--- src/rtl/lsu_pkg.sv ---
`default_nettype none

package lsu_pkg;

  // Default depth of the queue between decode and execute
  localparam int LSU_QUEUE_DEPTH = 2;

  // Result word kinds
  typedef enum logic [2:0] {
    KIND_READ        = 3'd0,
    KIND_WRITE       = 3'd1,
    KIND_DONE        = 3'd2,
    KIND_UNSUPPORTED = 3'd3,
    KIND_PROTOCOL    = 3'd4
  } kind_t;

  // Register file indexes (code 6 of an operand field means memory)
  localparam logic [2:0] IDX_B = 3'd0;
  localparam logic [2:0] IDX_C = 3'd1;
  localparam logic [2:0] IDX_D = 3'd2;
  localparam logic [2:0] IDX_E = 3'd3;
  localparam logic [2:0] IDX_H = 3'd4;
  localparam logic [2:0] IDX_L = 3'd5;
  localparam logic [2:0] IDX_A = 3'd6;

  // Targets of LD rr,nn
  localparam logic [1:0] PAIR_BC = 2'd0;
  localparam logic [1:0] PAIR_DE = 2'd1;
  localparam logic [1:0] PAIR_HL = 2'd2;
  localparam logic [1:0] PAIR_SP = 2'd3;

  // Operation classes produced by the decoder
  typedef enum logic [3:0] {
    OP_DATA,    // memory read data returned
    OP_MOVE,    // LD r,r'
    OP_LDI,     // LD r,n
    OP_READ,    // any load from memory
    OP_WRITE,   // any single-byte store
    OP_LD16,    // LD rr,nn
    OP_SPST,    // LD (nn),SP
    OP_SPHL,    // LD SP,HL
    OP_HLSPE,   // LD HL,SP+e
    OP_UNSUP
  } op_t;

  // Address sources
  typedef enum logic [2:0] {
    ADDR_BC,
    ADDR_DE,
    ADDR_HL,
    ADDR_NN,
    ADDR_FFC,
    ADDR_FFN
  } addr_t;

  typedef enum logic [1:0] {
    STEP_NONE,
    STEP_INC,
    STEP_DEC
  } step_t;

  // One decoded word as it travels through the queue
  typedef struct packed {
    op_t        op;
    addr_t      addr_sel;
    step_t      hl_step;
    logic [2:0] src;
    logic [2:0] dst;
    logic       use_imm;
    logic [1:0] pair;
    logic [7:0] imm_low;
    logic [7:0] imm_high;
    logic [7:0] read_data;
  } item_t;

endpackage

`default_nettype wire

--- src/rtl/lsu_front.sv ---
`default_nettype none

module lsu_front import lsu_pkg::*; (
  input  wire logic       command,
  input  wire logic [7:0] opcode,
  input  wire logic [7:0] imm_low,
  input  wire logic [7:0] imm_high,
  input  wire logic [7:0] read_data,
  output item_t           item
);

  // Operand code to register index; A sits at code 7
  function automatic logic [2:0] reg_index(input logic [2:0] code);
    reg_index = (code == 3'd7) ? IDX_A : code;
  endfunction

  logic [2:0] fld_src;
  logic [2:0] fld_dst;

  assign fld_src = opcode[2:0];
  assign fld_dst = opcode[5:3];

  // Classify the word
  always_comb begin
    item           = '0;
    item.op        = OP_UNSUP;
    item.addr_sel  = ADDR_HL;
    item.hl_step   = STEP_NONE;
    item.imm_low   = imm_low;
    item.imm_high  = imm_high;
    item.read_data = read_data;
    item.pair      = opcode[5:4];
    item.src       = reg_index(fld_src);
    item.dst       = reg_index(fld_dst);

    if (command) begin
      item.op = OP_DATA;
    end else if (opcode[7:6] == 2'b01 && opcode != 8'h76) begin
      // LD r,r' with (HL) on either side
      if (fld_src == 3'd6) begin
        item.op = OP_READ;
      end else if (fld_dst == 3'd6) begin
        item.op = OP_WRITE;
      end else begin
        item.op = OP_MOVE;
      end
    end else if ((opcode & 8'hC7) == 8'h06) begin
      // LD r,n and LD (HL),n
      if (fld_dst == 3'd6) begin
        item.op      = OP_WRITE;
        item.use_imm = 1'b1;
      end else begin
        item.op = OP_LDI;
      end
    end else if ((opcode & 8'hC7) == 8'h02) begin
      // A through (BC) (DE) (HL+) (HL-)
      item.op  = fld_dst[0] ? OP_READ : OP_WRITE;
      item.src = IDX_A;
      item.dst = IDX_A;
      case (fld_dst[2:1])
        2'd0: item.addr_sel = ADDR_BC;
        2'd1: item.addr_sel = ADDR_DE;
        2'd2: item.hl_step  = STEP_INC;
        default: item.hl_step = STEP_DEC;
      endcase
    end else if ((opcode & 8'hCF) == 8'h01) begin
      item.op = OP_LD16;
    end else begin
      item.src = IDX_A;
      item.dst = IDX_A;
      case (opcode)
        8'hEA: begin item.op = OP_WRITE; item.addr_sel = ADDR_NN;  end
        8'hFA: begin item.op = OP_READ;  item.addr_sel = ADDR_NN;  end
        8'hE2: begin item.op = OP_WRITE; item.addr_sel = ADDR_FFC; end
        8'hF2: begin item.op = OP_READ;  item.addr_sel = ADDR_FFC; end
        8'hE0: begin item.op = OP_WRITE; item.addr_sel = ADDR_FFN; end
        8'hF0: begin item.op = OP_READ;  item.addr_sel = ADDR_FFN; end
        8'h08: item.op = OP_SPST;
        8'hF9: item.op = OP_SPHL;
        8'hF8: item.op = OP_HLSPE;
        default: item.op = OP_UNSUP;
      endcase
    end
  end

endmodule

`default_nettype wire

--- src/rtl/lsu_queue.sv ---
`default_nettype none

module lsu_queue import lsu_pkg::*; #(
  parameter int Depth = LSU_QUEUE_DEPTH
) (
  input  wire logic clk,
  input  wire logic rst,
  input  wire logic push,
  input  item_t     push_item,
  output logic      full,
  input  wire logic pop,
  output logic      head_valid,
  output item_t     head_item
);

  localparam int PtrW = $clog2(Depth);
  localparam int CntW = $clog2(Depth + 1);
  localparam logic [PtrW-1:0] LastPtr = PtrW'(Depth - 1);
  localparam logic [CntW-1:0] FullCnt = CntW'(Depth);

  item_t           slots [Depth];
  logic [PtrW-1:0] wr_ptr;
  logic [PtrW-1:0] rd_ptr;
  logic [CntW-1:0] count;
  logic            do_push;
  logic            do_pop;

  assign full       = (count == FullCnt);
  assign head_valid = (count != '0);
  assign head_item  = slots[rd_ptr];
  assign do_push    = push && !full;
  assign do_pop     = pop && head_valid;

  // Storage
  always_ff @(posedge clk) begin
    if (do_push) begin
      slots[wr_ptr] <= push_item;
    end
  end

  // Pointers and fill count
  always_ff @(posedge clk) begin
    if (rst) begin
      wr_ptr <= '0;
      rd_ptr <= '0;
      count  <= '0;
    end else begin
      if (do_push) begin
        wr_ptr <= (wr_ptr == LastPtr) ? '0 : wr_ptr + 1'b1;
      end
      if (do_pop) begin
        rd_ptr <= (rd_ptr == LastPtr) ? '0 : rd_ptr + 1'b1;
      end
      if (do_push && !do_pop) begin
        count <= count + 1'b1;
      end else if (do_pop && !do_push) begin
        count <= count - 1'b1;
      end
    end
  end

endmodule

`default_nettype wire

--- src/rtl/lsu_back.sv ---
`default_nettype none

module lsu_back import lsu_pkg::*; (
  input  wire logic        clk,
  input  wire logic        rst,
  input  wire logic        head_valid,
  input  item_t            head_item,
  output logic             pop,
  output logic             out_valid,
  input  wire logic        out_stall,
  output logic [2:0]       kind,
  output logic [15:0]      mem_address,
  output logic [7:0]       write_data,
  output logic [7:0]       acc_value,
  output logic [15:0]      bc_value,
  output logic [15:0]      de_value,
  output logic [15:0]      hl_value,
  output logic [15:0]      sp_value,
  output logic [3:0]       flag_bits,
  output logic             last
);

  // Architectural state
  logic [7:0]  a, b, c, d, e, h, l;
  logic [7:0]  a_next, b_next, c_next, d_next, e_next, h_next, l_next;
  logic [15:0] sp, sp_next;
  logic [3:0]  flags, flags_next;
  logic        pending, pending_next;
  logic [2:0]  pending_dest, pending_dest_next;
  logic        phase, phase_next;

  // Result of the word being executed
  logic [2:0]  res_kind;
  logic [15:0] res_addr;
  logic [7:0]  res_data;
  logic        res_last;

  logic        can_load;
  logic        fire;
  logic [15:0] hl;
  logic [15:0] nn;
  logic [15:0] addr;
  logic [15:0] hl_stepped;
  logic [15:0] sp_sum;
  logic [4:0]  half_sum;
  logic [8:0]  byte_sum;
  logic [7:0]  src_val;
  logic        wr_en;
  logic [2:0]  wr_idx;
  logic [7:0]  wr_val;

  function automatic logic [7:0] read_reg(
    input logic [2:0] idx,
    input logic [7:0] rb, rc, rd, re, rh, rl, ra
  );
    case (idx)
      IDX_B:   read_reg = rb;
      IDX_C:   read_reg = rc;
      IDX_D:   read_reg = rd;
      IDX_E:   read_reg = re;
      IDX_H:   read_reg = rh;
      IDX_L:   read_reg = rl;
      default: read_reg = ra;
    endcase
  endfunction

  // The output register takes a new word when empty or being drained
  assign can_load = !out_valid || !out_stall;
  assign fire     = head_valid && can_load;

  assign hl      = {h, l};
  assign nn      = {head_item.imm_high, head_item.imm_low};
  assign src_val = read_reg(head_item.src, b, c, d, e, h, l, a);

  // Address select
  always_comb begin
    case (head_item.addr_sel)
      ADDR_BC:  addr = {b, c};
      ADDR_DE:  addr = {d, e};
      ADDR_NN:  addr = nn;
      ADDR_FFC: addr = {8'hFF, c};
      ADDR_FFN: addr = {8'hFF, head_item.imm_low};
      default:  addr = hl;
    endcase
  end

  // HL post-increment or post-decrement
  assign hl_stepped = (head_item.hl_step == STEP_DEC) ? hl - 16'd1 : hl + 16'd1;

  // SP plus signed offset, with carries out of bits 3 and 7
  assign sp_sum   = sp + {{8{head_item.imm_low[7]}}, head_item.imm_low};
  assign half_sum = {1'b0, sp[3:0]} + {1'b0, head_item.imm_low[3:0]};
  assign byte_sum = {1'b0, sp[7:0]} + {1'b0, head_item.imm_low};

  // Execute
  always_comb begin
    b_next            = b;
    c_next            = c;
    d_next            = d;
    e_next            = e;
    h_next            = h;
    l_next            = l;
    a_next            = a;
    sp_next           = sp;
    flags_next        = flags;
    pending_next      = pending;
    pending_dest_next = pending_dest;
    phase_next        = phase;
    res_kind          = KIND_DONE;
    res_addr          = '0;
    res_data          = '0;
    res_last          = 1'b1;
    pop               = 1'b0;
    wr_en             = 1'b0;
    wr_idx            = head_item.dst;
    wr_val            = src_val;

    if (fire) begin
      pop = 1'b1;
      if (head_item.op == OP_DATA) begin
        if (!pending) begin
          res_kind = KIND_PROTOCOL;
        end else begin
          wr_en        = 1'b1;
          wr_idx       = pending_dest;
          wr_val       = head_item.read_data;
          pending_next = 1'b0;
        end
      end else if (pending) begin
        res_kind = KIND_PROTOCOL;
      end else begin
        case (head_item.op)
          OP_MOVE: begin
            wr_en = 1'b1;
          end
          OP_LDI: begin
            wr_en  = 1'b1;
            wr_val = head_item.imm_low;
          end
          OP_READ: begin
            res_kind          = KIND_READ;
            res_addr          = addr;
            pending_next      = 1'b1;
            pending_dest_next = head_item.dst;
          end
          OP_WRITE: begin
            res_kind = KIND_WRITE;
            res_addr = addr;
            res_data = head_item.use_imm ? head_item.imm_low : src_val;
          end
          OP_LD16: begin
            case (head_item.pair)
              PAIR_BC: {b_next, c_next} = nn;
              PAIR_DE: {d_next, e_next} = nn;
              PAIR_HL: {h_next, l_next} = nn;
              default: sp_next = nn;
            endcase
          end
          OP_SPST: begin
            res_kind = KIND_WRITE;
            if (!phase) begin
              // low byte first; the word stays at the queue head
              pop        = 1'b0;
              phase_next = 1'b1;
              res_addr   = nn;
              res_data   = sp[7:0];
              res_last   = 1'b0;
            end else begin
              phase_next = 1'b0;
              res_addr   = nn + 16'd1;
              res_data   = sp[15:8];
            end
          end
          OP_SPHL: begin
            sp_next = hl;
          end
          OP_HLSPE: begin
            {h_next, l_next} = sp_sum;
            flags_next       = {2'b00, half_sum[4], byte_sum[8]};
          end
          default: begin
            res_kind = KIND_UNSUPPORTED;
          end
        endcase
        // HL+ and HL- update the pair with the access
        if ((head_item.op == OP_READ || head_item.op == OP_WRITE) &&
            head_item.hl_step != STEP_NONE) begin
          {h_next, l_next} = hl_stepped;
        end
      end
    end

    // Single register write port
    if (wr_en) begin
      case (wr_idx)
        IDX_B:   b_next = wr_val;
        IDX_C:   c_next = wr_val;
        IDX_D:   d_next = wr_val;
        IDX_E:   e_next = wr_val;
        IDX_H:   h_next = wr_val;
        IDX_L:   l_next = wr_val;
        IDX_A:   a_next = wr_val;
        default: ;
      endcase
    end
  end

  // State and output word
  always_ff @(posedge clk) begin
    if (rst) begin
      a            <= '0;
      b            <= '0;
      c            <= '0;
      d            <= '0;
      e            <= '0;
      h            <= '0;
      l            <= '0;
      sp           <= '0;
      flags        <= '0;
      pending      <= 1'b0;
      pending_dest <= '0;
      phase        <= 1'b0;
      out_valid    <= 1'b0;
    end else begin
      a            <= a_next;
      b            <= b_next;
      c            <= c_next;
      d            <= d_next;
      e            <= e_next;
      h            <= h_next;
      l            <= l_next;
      sp           <= sp_next;
      flags        <= flags_next;
      pending      <= pending_next;
      pending_dest <= pending_dest_next;
      phase        <= phase_next;
      if (can_load) begin
        out_valid <= fire;
      end
    end
  end

  always_ff @(posedge clk) begin
    if (fire) begin
      kind        <= res_kind;
      mem_address <= res_addr;
      write_data  <= res_data;
      last        <= res_last;
    end
  end

  // State only moves when a word enters the output register, so the
  // live registers match the word held there
  assign acc_value = a;
  assign bc_value  = {b, c};
  assign de_value  = {d, e};
  assign hl_value  = {h, l};
  assign sp_value  = sp;
  assign flag_bits = flags;

endmodule

`default_nettype wire

--- src/rtl/cpu8_load_store_unit.sv ---
// Load group of an 8-bit CPU: register moves, immediate loads, memory
// loads and stores, 16-bit loads and the SP/HL transfers.
// Input channel (in_valid/in_stall): one word per instruction, or one word
// carrying read_data for the read request issued earlier. Immediates
// travel in the word.
// Output channel (out_valid/out_stall): one result word per input word,
// two for LD (nn),SP; last marks the final one. Each result carries the
// register values after it.
// A taken input word passes the queue slot and then the output register,
// where out_valid rises; words ahead of it in the queue go first.
// Throughput: one input word per cycle while out_stall is low, set by the
// single execute stage; LD (nn),SP holds that stage for both its words.
// A two-word queue separates the decoder from the execute stage, so input
// is still taken while a result waits on a stalled receiver; in_stall
// rises only when that queue is full.
// Reset clears all registers, flags, the pending read, the queue and the
// output register.
`default_nettype none

module cpu8_load_store_unit import lsu_pkg::*; #(
  parameter int QueueDepth = LSU_QUEUE_DEPTH
) (
  input  wire logic        clk,
  input  wire logic        rst,
  input  wire logic        in_valid,
  output logic             in_stall,
  input  wire logic        command,
  input  wire logic [7:0]  opcode,
  input  wire logic [7:0]  imm_low,
  input  wire logic [7:0]  imm_high,
  input  wire logic [7:0]  read_data,
  output logic             out_valid,
  input  wire logic        out_stall,
  output logic [2:0]       kind,
  output logic [15:0]      mem_address,
  output logic [7:0]       write_data,
  output logic [7:0]       acc_value,
  output logic [15:0]      bc_value,
  output logic [15:0]      de_value,
  output logic [15:0]      hl_value,
  output logic [15:0]      sp_value,
  output logic [3:0]       flag_bits,
  output logic             last
);

  item_t dec_item;
  item_t head_item;
  logic  head_valid;
  logic  pop;
  logic  full;

  assign in_stall = full;

  lsu_front u_front (
    .command   (command),
    .opcode    (opcode),
    .imm_low   (imm_low),
    .imm_high  (imm_high),
    .read_data (read_data),
    .item      (dec_item)
  );

  lsu_queue #(
    .Depth (QueueDepth)
  ) u_queue (
    .clk        (clk),
    .rst        (rst),
    .push       (in_valid),
    .push_item  (dec_item),
    .full       (full),
    .pop        (pop),
    .head_valid (head_valid),
    .head_item  (head_item)
  );

  lsu_back u_back (
    .clk         (clk),
    .rst         (rst),
    .head_valid  (head_valid),
    .head_item   (head_item),
    .pop         (pop),
    .out_valid   (out_valid),
    .out_stall   (out_stall),
    .kind        (kind),
    .mem_address (mem_address),
    .write_data  (write_data),
    .acc_value   (acc_value),
    .bc_value    (bc_value),
    .de_value    (de_value),
    .hl_value    (hl_value),
    .sp_value    (sp_value),
    .flag_bits   (flag_bits),
    .last        (last)
  );

  // The low-byte store of LD (nn),SP is always followed by the high byte
  a_first_half_followed: assert property (@(posedge clk) disable iff (rst)
    out_valid && !last |=> out_valid)
    else $error("second store word missing");

  // Only the split SP store produces a non-final word
  a_not_last_is_write: assert property (@(posedge clk) disable iff (rst)
    out_valid && !last |-> kind == KIND_WRITE)
    else $error("non-final word is not a write");

  // Z and N are never set by this group
  a_zn_clear: assert property (@(posedge clk) disable iff (rst)
    flag_bits[3:2] == 2'b00)
    else $error("Z or N flag set");

  // Reset empties the output register
  a_reset_out: assert property (@(posedge clk)
    rst |=> !out_valid)
    else $error("output valid after reset");

endmodule

`default_nettype wire
--- config.mk ---
export PLATFORM = sky130hd
export DESIGN_NAME = cpu8_load_store_unit
export DESIGN_NICKNAME = d
export VERILOG_FILES = /design/src/rtl/lsu_pkg.sv /design/src/rtl/lsu_front.sv /design/src/rtl/lsu_queue.sv /design/src/rtl/lsu_back.sv /design/src/rtl/cpu8_load_store_unit.sv
export SDC_FILE = /design/constraint.sdc
export NUM_CORES = 1
export LEC_CHECK = 0
export BUFFER_PORTS_ARGS = -buffer_cell sky130_fd_sc_hd__buf_2
export CORE_ASPECT_RATIO = 1.4
export CORE_MARGIN = 2
export CORE_UTILIZATION = 58
export CTS_CLUSTER_DIAMETER = 30
export CTS_CLUSTER_SIZE = 24
export DETAILED_ROUTE_END_ITERATION = 8
export GPL_TIMING_DRIVEN = 0
export PLACE_DENSITY_LB_ADDON = 0.3
export SLEW_MARGIN = 0
export SYNTH_ARGS = -nofsm -noshare
export SYNTH_HDL_FRONTEND = slang
export SYNTH_SLANG_ARGS = --single-unit
--- constraint.sdc ---
create_clock -name clk -period 4.9 [get_ports clk]
set_input_delay 0.98 -clock clk [delete_from_list [all_inputs] [get_ports clk]]
set_output_delay 0.98 -clock clk [all_outputs]
set_load 0.1 [all_outputs]
======== Word level (Yosys, flattened, before mapping) ========
Memory sizes are Yosys's and may differ from the RTL's. A register that Yosys moved wholly into a read port is not among the register bits.
Cells that the tools add are included.
operators by class
  add/sub/neg operators ................... 10
  equal/unequal tests ..................... 48
  mux-type cells .......................... 112
  bitwise operators ....................... 2
  reduce and logical (&&, ||, !) cells .... 41
operators by type and width
  cell                   count
  $mux 8                 49
  $pmux 16 s5            1
  $eq 8x8->1 const B     8
  $pmux 16 s2            2
  $mux 16                3
  $pmux 8 s2             3
  $pmux 8 s6             1
  $mux 3                 12
  $eq 3x3->1 const B     11
  $add 16x1->16 const B  2
  $mux 12                2
  $mux 1                 22
  $mux 4                 5
  $pmux 4 s5             1
  $add 16x16->16         1
  $eq 4x3->1 const B     4
  $reduce_or 2->1        8
  $sub 16x1->16 const B  1
  $eq 3x2->1 const B     5
  $mux 6                 2
  $reduce_and 4->1       3
  $mux 11                1
  $add 8x8->9            1
  $eq 3x1->1 const B     3
  32 further kinds       62
storage, ports and cells
  register bits ........................... 112
  memory bits (writable) .................. 84
  bits of input ports ..................... 37
  output and inout port bits .............. 106
  logic and storage cells ................. 234
  memories ................................ 1
memory list
  name           depth  bits a word  read ports  clocked after Yosys merged registers in  wr ports  RTL line         RTL
  u_queue.slots  2      42           1           1                                        1         lsu_queue.sv:21  item_t slots [Depth];

======== Logic depth before layout (Yosys ltp) ========
  depth after elaboration ................. 9
  gate-level depth with buffers ........... 15
  gate-level depth less buffers ........... 12

======== By module ========
Synthesis repeated with hierarchy kept, for this count alone.
second synthesis, totals
  cells, all modules ...................... 1289
  area total of the unflattened synthesis .. 12518.3 um^2
modules (own cells, without submodules)
  module     instances  cells each  area an instance (um^2)  seq. area each (um^2)
  lsu_back   1          1020        8501.9                   2442.3
  lsu_queue  1          156         3240.6                   2622.5
  lsu_front  1          113         775.7                    0.0

======== Worst setup path before layout ========
Ideal clock, no wire load.
  path kind ............................... input to register
  from .................................... input out_stall
  to ...................................... register u_back.l[5]
  arrival ................................. 3.619 ns
  setup slack ............................. 1.194 ns
  cell stages on the path ................. 9
  buffers on the path ..................... 2
  path through ............................ a2bb2oi_2 -> o21ai_2 -> or2_1 -> buf_6 -> o31ai_4 -> nor2b_2 -> buf_4 -> a221oi_1 -> a211oi_1
on the way
  word-level cells in the longest chain between the ends .. 7
  elaborated cells on any way between the ends .. 10
ends and longest elaborated chain
  item                   RTL line                    RTL
  from (decl)            cpu8_load_store_unit.sv:33  input wire logic out_stall,
  $logic_not 1->1 (*)    lsu_back.sv:68              assign can_load = !out_valid || !out_stall;
  $logic_or 1x1->1 (*)   lsu_back.sv:68
  $logic_and 1x1->1 (*)  lsu_back.sv:69              assign fire = head_valid && can_load;
  $mux 3                 lsu_back.sv:118             if (fire) begin
  $eq 3x3->1             lsu_back.sv:195             case (wr_idx)
  $mux 8                 lsu_back.sv:195
  $mux 8 (*)             lsu_back.sv:194             if (wr_en) begin
  to (signal assigned)   lsu_back.sv:231             l <= l_next;
  to (decl)              lsu_back.sv:24              logic [7:0] a, b, c, d, e, h, l;
Every way passes the cells marked *; elsewhere a longest branch is shown, timed or not.
A chain may end at the register's enable or synchronous reset.

==> results.json <==
{
  "cts_tree": "done",
  "p_int_uw": 3950,
  "hold_buffers": 0,
  "coreArea_sq_mm": 0.0204,
  "gp_congestion": 1.02,
  "grt_max_degree": 38,
  "drc_errors": 0,
  "ys_types": 86,
  "crit_chain": "buf_6 -> buf_6 -> buf_2 -> mux2i_4 -> inv_1 -> ha_1 -> o21ai_0 -> a21oi_1 -> o21ai_0 -> a21oi_1 -> nor3_1 -> o32ai_1 -> o21ai_0 -> a221oi_1",
  "globalRouteTotalUtil_pct": 41.2,
  "clockBufferDepth": 2,
  "finish.utilization_pct": 67.0,
  "htree_num_levels": 4,
  "async_flop_share_pct": 0,
  "slew_headroom_pct": -1.36,
  "port_buffers": 137,
  "antenna_found_initial": 0,
  "required_ns": 5.26,
  "hold_path_class": "reg2reg",
  "clock_sinks": 197,
  "synth_area_leader_cell": "edfxtp_1",
  "clkTransAtPathRegs_ns": 0.08,
  "root_buffer": "clkbuf_16",
  "cp-start-kind": "register",
  "finalNetCount": 1507,
  "path_buf_inv": 4,
  "period_share_pct": 96.5,
  "cp-end-kind": "register",
  "vdd_drop_max_mv": 0.391,
  "tightest_slew_ns": 1.48,
  "cp_slowest_cell": "o32ai_1",
  "post-cts-setup-buffers": 0,
  "numCtsBuffers": 17,
  "p_sw_share_pct": 52.8,
  "clock-skew-final_ns": 0.0147,
  "grt_overflow": 0,
  "ys_seq_elements": 197,
  "dieArea_sq_mm": 0.0218,
  "slowest_delay_ns": 0.71,
  "drt-initial-drc-count": 1242,
  "syn2layout_area_growth_pct": 14.4,
  "grt_pass1_wl_microns": 66600,
  "power_frac_seq_pct": 28.1,
  "cp_max_fo": 10,
  "criticalPathCategory": "reg2reg",
  "period_needed_ns": 4.73,
  "synth-xor-area-share_pct": 2.93,
  "max_freq_mhz": 211,
  "rows": 62,
  "vias": 11500,
  "power_density_mw_per_mm2": 612,
  "wl_met2_microns": 21900,
  "synth_warnings": 0,
  "crit_top_cell": "o21ai_0",
  "top_layer_used": "met4",
  "outcome": "finished with violations",
  "via_per_inst": 6.77,
  "cp_top_family": "compound AO/OA/AOI/OAI gates",
  "met1_length_microns": 15700,
  "hpwl_microns": 34000,
  "synth_flop_cell": "edfxtp_1",
  "p_leak_uw": 0.00529,
  "synthesis.area_sq_mm": 0.0119,
  "ys_seq_area_share_pct": 42.4,
  "initial_core_util_pct": 58.6,
  "setup-violations-final": 0,
  "die_y_microns": 174,
  "fp.dieW_microns": 125,
  "drive_gt1_share_pct": 17.7,
  "yosysMostFrequentCell": "nor2_1",
  "synth_compound_area_share_pct": 21.6,
  "cts_resized": 0,
  "total_power_uw": 8360,
  "synthTopCellsByCount": "176 x nor2_1, 112 x edfxtp_1, 99 x a21oi_1",
  "ios": 143,
  "finalWirelength_microns": 45400,
  "ant_nets": 0,
  "rsz0062_at_grt": "no",
  "syn_area_per_cell_sq_um": 9.37,
  "final.setup.tns_ns": 0,
  "synth_area_leaders": "edfxtp_1 28%, dfxtp_1 14%, mux2i_1 6.0%, nor2_1 5.5%, a21oi_1 4.1%",
  "netlist.area_leader.share_pct": 28.1,
  "cp.arrival_ns": 5.08,
  "synthSimpleGateAreaFrac_pct": 17.0,
  "max_cap_violations": 1,
  "first_pass_iters": 6,
  "clock_power_share_pct": 17.0,
  "route.met3.wl_microns": 3700,
  "clk_latency_ns": 0.46,
  "p_comb_share_pct": 54.9,
  "power_switching_uw": 4410,
  "violations": "capacitance limit, slew limit",
  "synth_edf_count": 112,
  "finalHoldViolations": 0,
  "antenna_cells": 0,
  "synthAdderAreaFrac_pct": 3.69,
  "grt_pass1_vias": 10900,
  "slew_viol_final": 1,
  "syn_inst": 1275,
  "post_drt_wl_per_cell_microns": 26.6,
  "synth_top_family_by_area": "compound AO/OA/AOI/OAI gates",
  "muxShareOfSynthArea_pct": 8.73
}
==> path summary, 6_finish.rpt <==
path / startpoint / cells after the start / slack (ns) / to
setup / recovery: register / 14 / 0.17 / u_back.h[2]
hold / removal: u_back.flag_bits[1] / 2 / 0.50 / u_back.flag_bits[1]
setup reg to reg: register / 14 / 0.17 / u_back.h[2]
hold reg to reg: u_back.flag_bits[1] / 2 / 0.50 / u_back.flag_bits[1]
==> power groups by stage <==
stage	clock network (uW)	registers [uW]	logic, uW
after global routing	1480	2360	4750
after CTS	1420	2330	4450
after detailed placement	0	2370	4420
after global placement	0	2370	4340
final	1420	2350	4590
after floorplan	0	3360	2100
==> stage by stage <==
stage / hold slack (ns) / cells / cell area (sq um) / setup slack (ns)
2_1_floorplan: 0.472 / 1276 / 12000 / 1.19
3_3_place_gp: 0.481 / 1669 / 13000 / -0.344
3_5_place_dp: 0.490 / 1673 / 13100 / 0.132
4_1_cts: 0.502 / 1705 / 13600 / 0.0635
5_1_grt: 0.546 / 1705 / 13700 / 0.0843
6_report: 0.496 / 1705 / 13700 / 0.172
==> worst register-to-register path: stages (launching register included) <==
cell	delay [ns]
dfxtp_1	0.32
buf_6	0.16
buf_6	0.19
buf_2	0.36
mux2i_4	0.64
inv_1	0.36
ha_1	0.45
o21ai_0	0.10
a21oi_1	0.29
o21ai_0	0.23
a21oi_1	0.23
nor3_1	0.07
o32ai_1	0.71
o21ai_0	0.23
a221oi_1	0.29
==> kinds of logic (layout without fill, tap and decap cells) <==
logic type	after synthesis	after routing
AO/OA/AOI/OAI	381	381
adder cells (fa/ha/maj)	34	34
buffers and inverters	99	272
XOR/XNOR	40	40
multiplexers	100	100
flip-flops	197	197
other	1	2
AND/OR/NAND/NOR	423	423
==> registers in the layout (all words and copies together), names as in the netlist, 2 cells and up, named ones only <==
name and cells:
u_queue.slots 84, u_back.mem_address 16, u_back.sp_value 16, u_back.acc_value 8
u_back.b 8, u_back.c 8, u_back.d 8, u_back.e 8
u_back.h 8, u_back.l 8, u_back.write_data 8, u_back.kind 3
u_back.pending_dest 3, u_back.flag_bits 2, u_queue.count 2
==> routing by layer <==
layer	vias up	track usage, %
met4	0	30.6
met2	652	69.5
met1	5550	45.3
met5	-	0
met3	216	8.86
li1	5128	-
==> final cells by class <==
class / instances / area, sq um
repair buffers: 141 / 753
clock inverters: 15 / 166
clock buffers: 17 / 425
plain buffers: 73 / 338
flip-flops and latches: 197 / 5060
well taps: 256 / 320
inverters: 26 / 97.6
multi-input cells: 980 / 6500
fillers: 1702 / 6730
==> placed cells by master, fill, tap and decap left out, drive strengths merged, types with 17 or more instances in the layout <==
cell and instances:
nor2 176, buf 166, edfxtp 112, a21oi 99, nand2 94, dfxtp 85
mux2i 72, clkbuf 65, o21ai 61, a211oi 35, inv 33, ha 32
o22ai 31, mux2 28, nor3 27, xnor2 25, a221oi 25, nand3 17
o21a 17, o221ai 17, nor2b 17
Note: power is estimated with default switching activity, not from simulation.
